## src/rtl/sem_pkg.sv

```systemverilog
// Shared types, constants and control structs of the Sobel edge magnitude block.
package sem_pkg;

  // Default frame limits
  localparam int MAX_WIDTH_DEF  = 1024;
  localparam int MAX_HEIGHT_DEF = 4096;

  // Register fields
  localparam int LW_W = 11;
  localparam int FH_W = 13;
  localparam int CFG_DATA_W = 13;
  localparam logic [LW_W-1:0] LW_RESET = 11'd640;
  localparam logic [FH_W-1:0] FH_RESET = 13'd480;

  // Register indexes
  localparam logic REG_LINE_WIDTH   = 1'b0;
  localparam logic REG_FRAME_HEIGHT = 1'b1;

  // Gradient energy: 2 * 1020^2 fits in 21 bits
  localparam int ENERGY_W = 21;
  localparam logic [7:0] MAG_TOP_BIT = 8'd128;

  typedef logic [23:0] pix_t;
  typedef pix_t [8:0] win_t;

  typedef struct packed {
    logic       action;
    logic [7:0] in_red;
    logic [7:0] in_green;
    logic [7:0] in_blue;
  } in_item_t;

  typedef struct packed {
    logic [7:0] out_red;
    logic [7:0] out_green;
    logic [7:0] out_blue;
    logic       frame_end;
  } out_item_t;

  typedef enum logic [2:0] {
    ST_IDLE,
    ST_UPDATE,
    ST_GRAD,
    ST_ROOT,
    ST_LOAD
  } sem_state_t;

  typedef struct packed {
    logic accept;
    logic update;
    logic grad;
    logic root_step;
    logic load;
  } sem_cmd_t;

  typedef struct packed {
    logic ignore;
    logic emit;
    logic root_last;
    logic out_free;
  } sem_sts_t;

endpackage

```

## src/rtl/sem_ctrl.sv

```systemverilog
// Controller state machine sequencing one item through the datapath.
module sem_ctrl import sem_pkg::*; (
  input  logic     clk,
  input  logic     rst_n,
  input  logic     in_valid,
  output logic     in_ready,
  input  sem_sts_t sts,
  output sem_cmd_t cmd
);

  sem_state_t state_r, state_nxt;

  // Hold state
  always_ff @(posedge clk) begin
    if (!rst_n) begin
      state_r <= ST_IDLE;
    end else begin
      state_r <= state_nxt;
    end
  end

  // Next state and commands
  always_comb begin
    state_nxt = state_r;
    cmd       = '0;
    in_ready  = 1'b0;
    unique case (state_r)
      ST_IDLE: begin
        in_ready   = rst_n;
        cmd.accept = in_valid && rst_n;
        if (cmd.accept && !sts.ignore) begin
          state_nxt = ST_UPDATE;
        end
      end
      ST_UPDATE: begin
        cmd.update = 1'b1;
        state_nxt  = sts.emit ? ST_GRAD : ST_IDLE;
      end
      ST_GRAD: begin
        cmd.grad  = 1'b1;
        state_nxt = ST_ROOT;
      end
      ST_ROOT: begin
        cmd.root_step = 1'b1;
        if (sts.root_last) begin
          state_nxt = ST_LOAD;
        end
      end
      ST_LOAD: begin
        if (sts.out_free) begin
          cmd.load  = 1'b1;
          state_nxt = ST_IDLE;
        end
      end
      default: state_nxt = ST_IDLE;
    endcase
  end

endmodule

```

## config.mk

```make
export PLATFORM = sky130hd
export DESIGN_NAME = sem_ctrl
export DESIGN_NICKNAME = d
export VERILOG_FILES = /design/src/rtl/sem_pkg.sv /design/src/rtl/sem_ctrl.sv
export SDC_FILE = /design/constraint.sdc
export NUM_CORES = 1
export LEC_CHECK = 0
export BUFFER_PORTS_ARGS = -buffer_cell sky130_fd_sc_hd__buf_4
export CORE_AREA = 2 2 39 41
export CTS_CLUSTER_DIAMETER = 60
export DETAILED_ROUTE_END_ITERATION = 10
export DIE_AREA = 0 0 41 43
export PLACE_DENSITY = 0.39
export SLEW_MARGIN = 20
export SYNTH_ARGS = -nofsm -noshare
export SYNTH_HDL_FRONTEND = slang
export SYNTH_SLANG_ARGS = --single-unit
```

## constraint.sdc

```tcl
create_clock -name clk -period 1.8 [get_ports clk]
set_clock_uncertainty 0.05 [all_clocks]
set_input_delay 0.27 -clock clk [delete_from_list [all_inputs] [get_ports clk]]
set_output_delay 0.27 -clock clk [all_outputs]
set_load 0.02 [all_outputs]
```

# Word-level counts from Yosys, hierarchy flattened
# Cells that the tools add are included.
# totals
ff_bits	3
out_inout_bits	6
word_cells	25
in_bits	7
# op_classes
reduce_logical	5
eq_ne	7
muxes	12
# ops
operator	n
one-hot mux 3 bit (5 select lines)	1
2-to-1 mux 3 bit	3
2-to-1 mux 1 bit	7
equality test 3 x 2 -> 1 bit, second input constant	2
inequality test 2 bit, second input constant	3
equality test 3 x 1 -> 1 bit, second input constant	1
equality test 3 bit, second input constant	1
logical NOT 3 bit	1
AND reduction 3 bit	1
logical AND 1 bit	2
2-to-1 mux 2 bit	1
logical NOT 1 bit	1

# Longest topological paths before layout
# Gate-level depths: netlist of run 1.
# logic_depth
depth_word	4
ltp_mapped	4
ltp_nobuf	3

# Worst setup path before layout of run 1
# OpenSTA, ideal clock, no wires.
# synth_timing
kind	reg-to-output
startpoint	reg state_r[2]
endpoint	out cmd[4] in the netlist's numbering
stages_incl_launch_ff	4
slack_ns	0.367
arrival_ns	1.113
path_buffers	0
path_cell_list	dfxtp_1 > nand2b_1 > nor3_2 > and2_1
# synth_rtl
element	line	source
from (decl)	sem_ctrl.sv:11	sem_state_t state_r, state_nxt;
from (signal assigned)	sem_ctrl.sv:18	state_r <= state_nxt;
to (decl)	sem_ctrl.sv:8	output sem_cmd_t cmd

==> results by group, run 1 <==
Setup path
  • Worst r2r path cells: 3
  • CP Launch Type: flip-flop
  • Critical path type: reg -> out
  • CP peak stage delay: 0.40 ns
  • CP arrival: 1.20 ns
  • Nature of the critical path endpoint: output port
  • Critical-path cell list: nand2b_1, nor3_2, and2_1, buf_4
  • Worst reg2reg setup slack: 0.78 ns
  • CP required: 1.48 ns
  • Crit Path Max Fanout: 7
  • Slowest stage cell, crit path: dfxtp_1

Routing
  • ANT nets after route: 0
  • Initial DRC count: 3
  • Metal3 WL: 32 µm
  • Top sig layer: met4
  • Detailed Route WL: 506 µm
  • WL/cell: 9.200 µm
  • Met2 Routed Length: 300 µm
  • WL met1: 164 µm
  • Vias: 226
  • Drt first pass iters: 2
  • Vias per cell: 4.109
  • Residual DRC: 0

Final layout
  • Commonest non-fill, non-tap cell in the layout: buf_4
  • Layout cells sized above 1: 43.59%
  • Layout area overhead: 51.46%
  • Biggest regs: state_r x3
  • Largest Register: state_r
  • Antenna Cells: 0
  • Max reg flops: 3
  • Final net count: 47
  • Final Cell Area: 324.1 µm²
  • Area of the multi-input gates: 123.9 µm²
  • Area occupied by registers: 60.06 µm²
  • Fill cells: 155
  • Commonest non-fill, non-tap cells in the layout: 12 x buf_4, 3 x clkbuf_4, 3 x dfxtp_1

Die
  • Initial Utilization: 15.46%
  • Row cnt: 14
  • Die ar.: 0.001763 mm²
  • Die W: 41 µm
  • I/O pins: 13
  • Core Area: 0.001384 mm²
  • DIE HEIGHT: 43 µm

Power
  • Clock power frac: 49.7%
  • VDD IR max: 0.0001975 V
  • Int Power: 177.8 µW
  • Sw power: 63.60 µW
  • Seq pwr share: 31.3%
  • Static Leakage: 0.1467 nW
  • PwrDens: 745.0 mW/mm²
  • Sw Share: 26.34%
  • Combinational share of power: 19.0%

GRT
  • Initial antenna violation count: 0
  • Global-route wire length before repair: 821 µm
  • Vias in the first global route: 227
  • Total grt overflow: 0
  • GR Util All Layers: 7.415%
  • Pin count of the biggest net entering global routing: 11

Placed design
  • DP Area: 297.8 µm²
  • Port Buffers: 12
  • Final Wtd Congestion: 0.7509
  • Placed wire-length estimate: 415.6 µm

Synth
  • Count of state elements after synthesis: 3
  • Yosys cell types: 18
  • Ranking of synthesized cells by area: dfxtp_1 28%, buf_4 7.0%, nor3b_1 7.0%, nand2b_1 5.8%, buf_6 5.3%
  • Mapped Nets: 33
  • Sequential area share after synthesis: 28.07%
  • Post-Syn Area: 214.0 µm²
  • Cells after Synth: 26
  • Top cell type's share of synthesized area: 28.07%
  • Yosys warns: 0
  • Mapped Avg Cell Area: 8.229 µm²
  • Yosys top cell by area: dfxtp_1

Clock network
  • CTS max path bufs: 2
  • Clk pin slew, worst setup/hold paths: 0.04 ns
  • Cts hold-fix bufs: 0
  • CTS tree: built
  • CTS Buf Count: 3
  • Clock Latency Late Sink: 0.24 ns
  • TritonCTS Sinks: 3
  • Post-CTS setup buffers: 0
  • Post_cts resized: 0
  • H-Tree Depth: 1
  • Root buffer cell: clkbuf_4

Timing
  • RSZ-0062 raised after global routing: false
  • Tmin final: 1.517 ns
  • Relative slew slack: 80.06%
  • Least-Margin Pin Slew: 0.2987 ns
  • F_max: 659.4 MHz
  • Setup Viol. Count Final: 0
  • Setup TNS Final: 0 ns
  • Slew Limit Fails: 0
  • Final Hold Viols: 0
  • Fin crit share: 84.25%

Run
  • Number of max-cap violations: 0

Outcome
  • Status: finished clean

Worst hold path
  • Hold crit path type: in -> reg
  • Hold path depth: 3
-- per-layer routing --
layer  up-vias  GRT usage (%)
met4         0          10.00
li1        114              -
met3         2          2.094
met1       103          5.112
met2         7          12.19
met5         -              0
-- kinds of logic after synthesis --
| kind of cell | synth area share, % |
|---|---|
| buf+inv | 14.03 |
| flops | 28.07 |
| simple gates | 41.53 |
| compound gates | 16.38 |
-- power by group through the flow --
stage	logic, mW	registers, mW	clock network, mW
after floorplan	0.0329	0.0714	0
after global placement	0.0461	0.0766	0
after detailed placement	0.0464	0.0769	0
after CTS	0.0466	0.0757	0.129
after global routing	0.0505	0.0762	0.129
final	0.0458	0.0757	0.120
-- worst paths after layout --
| check | startpoint | to |
|---|---|---|
| worst min-delay path | rst_n | state_r[2] |
| worst max register to register | state_r[2] | state_r[2] |
| worst min register to register | state_r[1] | state_r[1] |
| worst max-delay path | state_r[2] | cmd[4] |
-- Yosys cell counts --
cell	number
a21oi_1	2
a32oi_1	1
and2_1	1
and3_1	1
and3b_2	1
buf_4	2
buf_6	1
dfxtp_1	3
inv_1	1
nand2_1	2
nand2b_1	2
nand3b_1	1
nor2_1	2
nor2b_1	1
nor3_2	1
nor3b_1	2
o21bai_1	1
o41ai_1	1
-- through the flow --
stage / utilization (%) / setup slack (ns) / std cells / hold slack, ns / power [mW]
6_report: 23.42 / 0.2835 / 55 / 0.2360 / 0.2414
5_1_grt: 23.42 / 0.1770 / 55 / 0.2394 / 0.2553
4_1_cts: 23.42 / 0.2555 / 55 / 0.2242 / 0.2515
3_5_place_dp: 21.52 / 0.5254 / 51 / 0.4820 / 0.1233
3_3_place_gp: 21.52 / 0.5407 / 51 / 0.4770 / 0.1227
2_1_floorplan: - / 0.3668 / 26 / 0.3462 / 0.1043
-- critical path, delay by kind of cell, from the launching register on --
family                 cells  cell delay, ns
AND/OR/NAND/NOR            3            0.41
flip-flops                 1            0.40
buffers and inverters      1            0.15
-- final cells by class --
| type | instances | area share (%) |
|---|---|---|
| multi-input cells | 19 | 38.22 |
| inverters | 1 | 1.158 |
| well taps | 16 | 6.178 |
| flip-flops and latches | 3 | 18.53 |
| repair buffers | 12 | 27.80 |
| clock buffers | 4 | 8.108 |
(Power assumes the default switching activity.)
==> inputs of run 2 (changes only) <==
--- a/config.mk
+++ b/config.mk
@@ -10,7 +10,7 @@
 export CTS_CLUSTER_DIAMETER = 60
 export DETAILED_ROUTE_END_ITERATION = 10
 export DIE_AREA = 0 0 41 43
-export PLACE_DENSITY = 0.39
+export PLACE_DENSITY = 0.4
 export SLEW_MARGIN = 20
 export SYNTH_ARGS = -nofsm -noshare
 export SYNTH_HDL_FRONTEND = slang
==> constraint.sdc (replaced) <==
create_clock -name clk -period 1.31 [get_ports clk]
set_clock_uncertainty 0.05 [all_clocks]
set_input_delay 0.1965 -clock clk [delete_from_list [all_inputs] [get_ports clk]]
set_output_delay 0.1965 -clock clk [all_outputs]
set_load 0.02 [all_outputs]
==> run 2 against run 1 <==
Clock power increased by 36%; sequential power is 39% higher; wire length grew 2.8%; the flow now finishes with violations (negative setup slack); largest power group unchanged; largest cell class unchanged; highest routed layer is now met3; worst hold slack got worse by 0.066 ns.
==> results by group, run 2 (synthesis gave the netlist of run 1 again) <==
Clock network
  • Clock Latency Late Sink: 0.23 ns
  • CTS max path bufs: 2
  • TritonCTS Sinks: 3
  • Cts hold-fix bufs: 0
  • CTS Buf Count: 3
  • CTS tree: built
  • H-Tree Depth: 1
  • Clk pin slew, worst setup/hold paths: 0.04 ns
  • Root buffer cell: clkbuf_4

Setup path
  • CP required: 1.06 ns
  • Crit Path Max Fanout: 2
  • CP Launch Type: flip-flop
  • Critical path type: reg -> out
  • CP arrival: 1.08 ns
  • Nature of the critical path endpoint: output port

Placed design
  • Post-place setup slack: 0.1264 ns
  • Placed wire-length estimate: 400.9 µm
  • Port Buffers: 12
  • Final Wtd Congestion: 0.7343

Outcome
  • Status: finished, violations left
  • Failing checks: negative setup slack

Final layout
  • Largest Register: state_r
  • Fill cells: 158
  • Commonest non-fill, non-tap cell in the layout: buf_4
  • Layout area overhead: 72.51%
  • Max reg flops: 3
  • Commonest non-fill, non-tap cells in the layout: 12 x buf_4, 3 x clkbuf_4
  • Antenna Cells: 0
  • Biggest regs: state_r x3
  • Final net count: 49
  • Layout cells sized above 1: 58.54%

Run
  • Number of max-cap violations: 0

Routing
  • WL met1: 178 µm
  • Vias per cell: 4.140
  • Drt first pass iters: 3
  • Initial DRC count: 6
  • Top sig layer: met3
  • WL/cell: 9.123 µm
  • Met2 Routed Length: 330 µm
  • Metal3 WL: 11 µm
  • Vias: 236
  • Residual DRC: 0
  • Detailed Route WL: 520 µm
  • ANT nets after route: 0

Worst hold path
  • Hold crit path type: in -> reg

GRT
  • Total grt overflow: 0
  • Global-route wire length before repair: 924 µm
  • Pin count of the biggest net entering global routing: 11
  • Vias in the first global route: 263
  • Initial antenna violation count: 0
  • GR Util All Layers: 7.924%

Die
  • Initial Utilization: 15.46%
  • Core Area: 0.001384 mm²
  • Die W: 41 µm
  • Die ar.: 0.001763 mm²
  • Row cnt: 14
  • DIE HEIGHT: 43 µm
  • I/O pins: 13

Timing
  • RSZ-0062 raised after global routing: true
  • Least-Margin Pin Slew: 0.2874 ns
  • Relative slew slack: 80.59%
  • Setup WS post-layout: -0.01375 ns
  • Slew Limit Fails: 0
  • Tmin final: 1.324 ns
  • Fin crit share: 101.0%
  • Setup Viol. Count Final: 1
  • Final Hold Viols: 0
  • Minimum hold slack: 0.1696 ns
  • F_max: 755.4 MHz

Power
  • PwrDens: 926.2 mW/mm²
  • VDD IR max: 0.0002627 V
  • Static Leakage: 0.1626 nW
-- run 2: cell types whose count changed in the layout (fill, tap and decap cells not counted), sizes merged --
cell / previous run / this run
buf: 12 / 14
-- run 2: area by class of cell --
| type | count | area, µm² | area share (%) |
|---|---|---|---|
| well taps | 16 | 20.02 | 5.424 |
| clock buffers | 4 | 26.28 | 7.119 |
| multi-input cells | 19 | 140.1 | 37.97 |
| flip-flops and latches | 3 | 66.31 | 17.97 |
| inverters | 1 | 3.754 | 1.017 |
| repair buffers | 14 | 112.6 | 30.51 |
-- run 2: metal layers --
layer	global-route usage, %	vias to the layer above
met3	0	0
met2	14.06	4
met1	7.051	114
met4	8.000	0
li1	-	118
met5	0	-
-- run 2: repair_timing --
item / CTS / global route
setup buffers: 1 / 0
gates resized for setup: 6 / 2
pin swaps: 1 / 0
setup endpoints to repair: 5 / 5
-- run 2: final timing paths --
| path | to | slack [ns] | startpoint | cells after the start |
|---|---|---|---|---|
| min | state_r[2] | 0.17 | sts[1] | 3 |
| max reg2reg | state_r[2] | 0.25 | state_r[2] | 3 |
| max | cmd[4] | -0.01 | state_r[2] | 4 |
| min reg2reg | state_r[1] | 0.47 | state_r[1] | 2 |
-- run 2: critical path, cell delays in order (launching register included) --
cell	delay (ns)
dfxtp_2	0.31
nand2b_4	0.15
nor3_4	0.12
and2_4	0.16
buf_6	0.11
-- run 2: report_power, final --
| part | internal, mW | switching, mW | total, mW |
|---|---|---|---|
| registers | 0.0953 | 0.00951 | 0.105 |
| clock network | 0.114 | 0.0484 | 0.163 |
| logic | 0.0422 | 0.0323 | 0.0745 |
| total | 0.252 | 0.0903 | 0.342 |
-- run 2: per-stage QoR --
stage | setup TNS, ns | utilization (%) | std cells | instance area, µm² | total power, mW
2_1_floorplan | 0 | - | 26 | 220.2 | 0.1466
3_3_place_gp | 0 | 22.51 | 52 | 311.5 | 0.1725
3_5_place_dp | 0 | 22.51 | 52 | 311.5 | 0.1732
4_1_cts | -0.03802 | 26.22 | 57 | 362.8 | 0.3506
5_1_grt | -0.2223 | 26.67 | 57 | 369.1 | 0.3643
6_report | -0.01375 | 26.67 | 57 | 369.1 | 0.3418
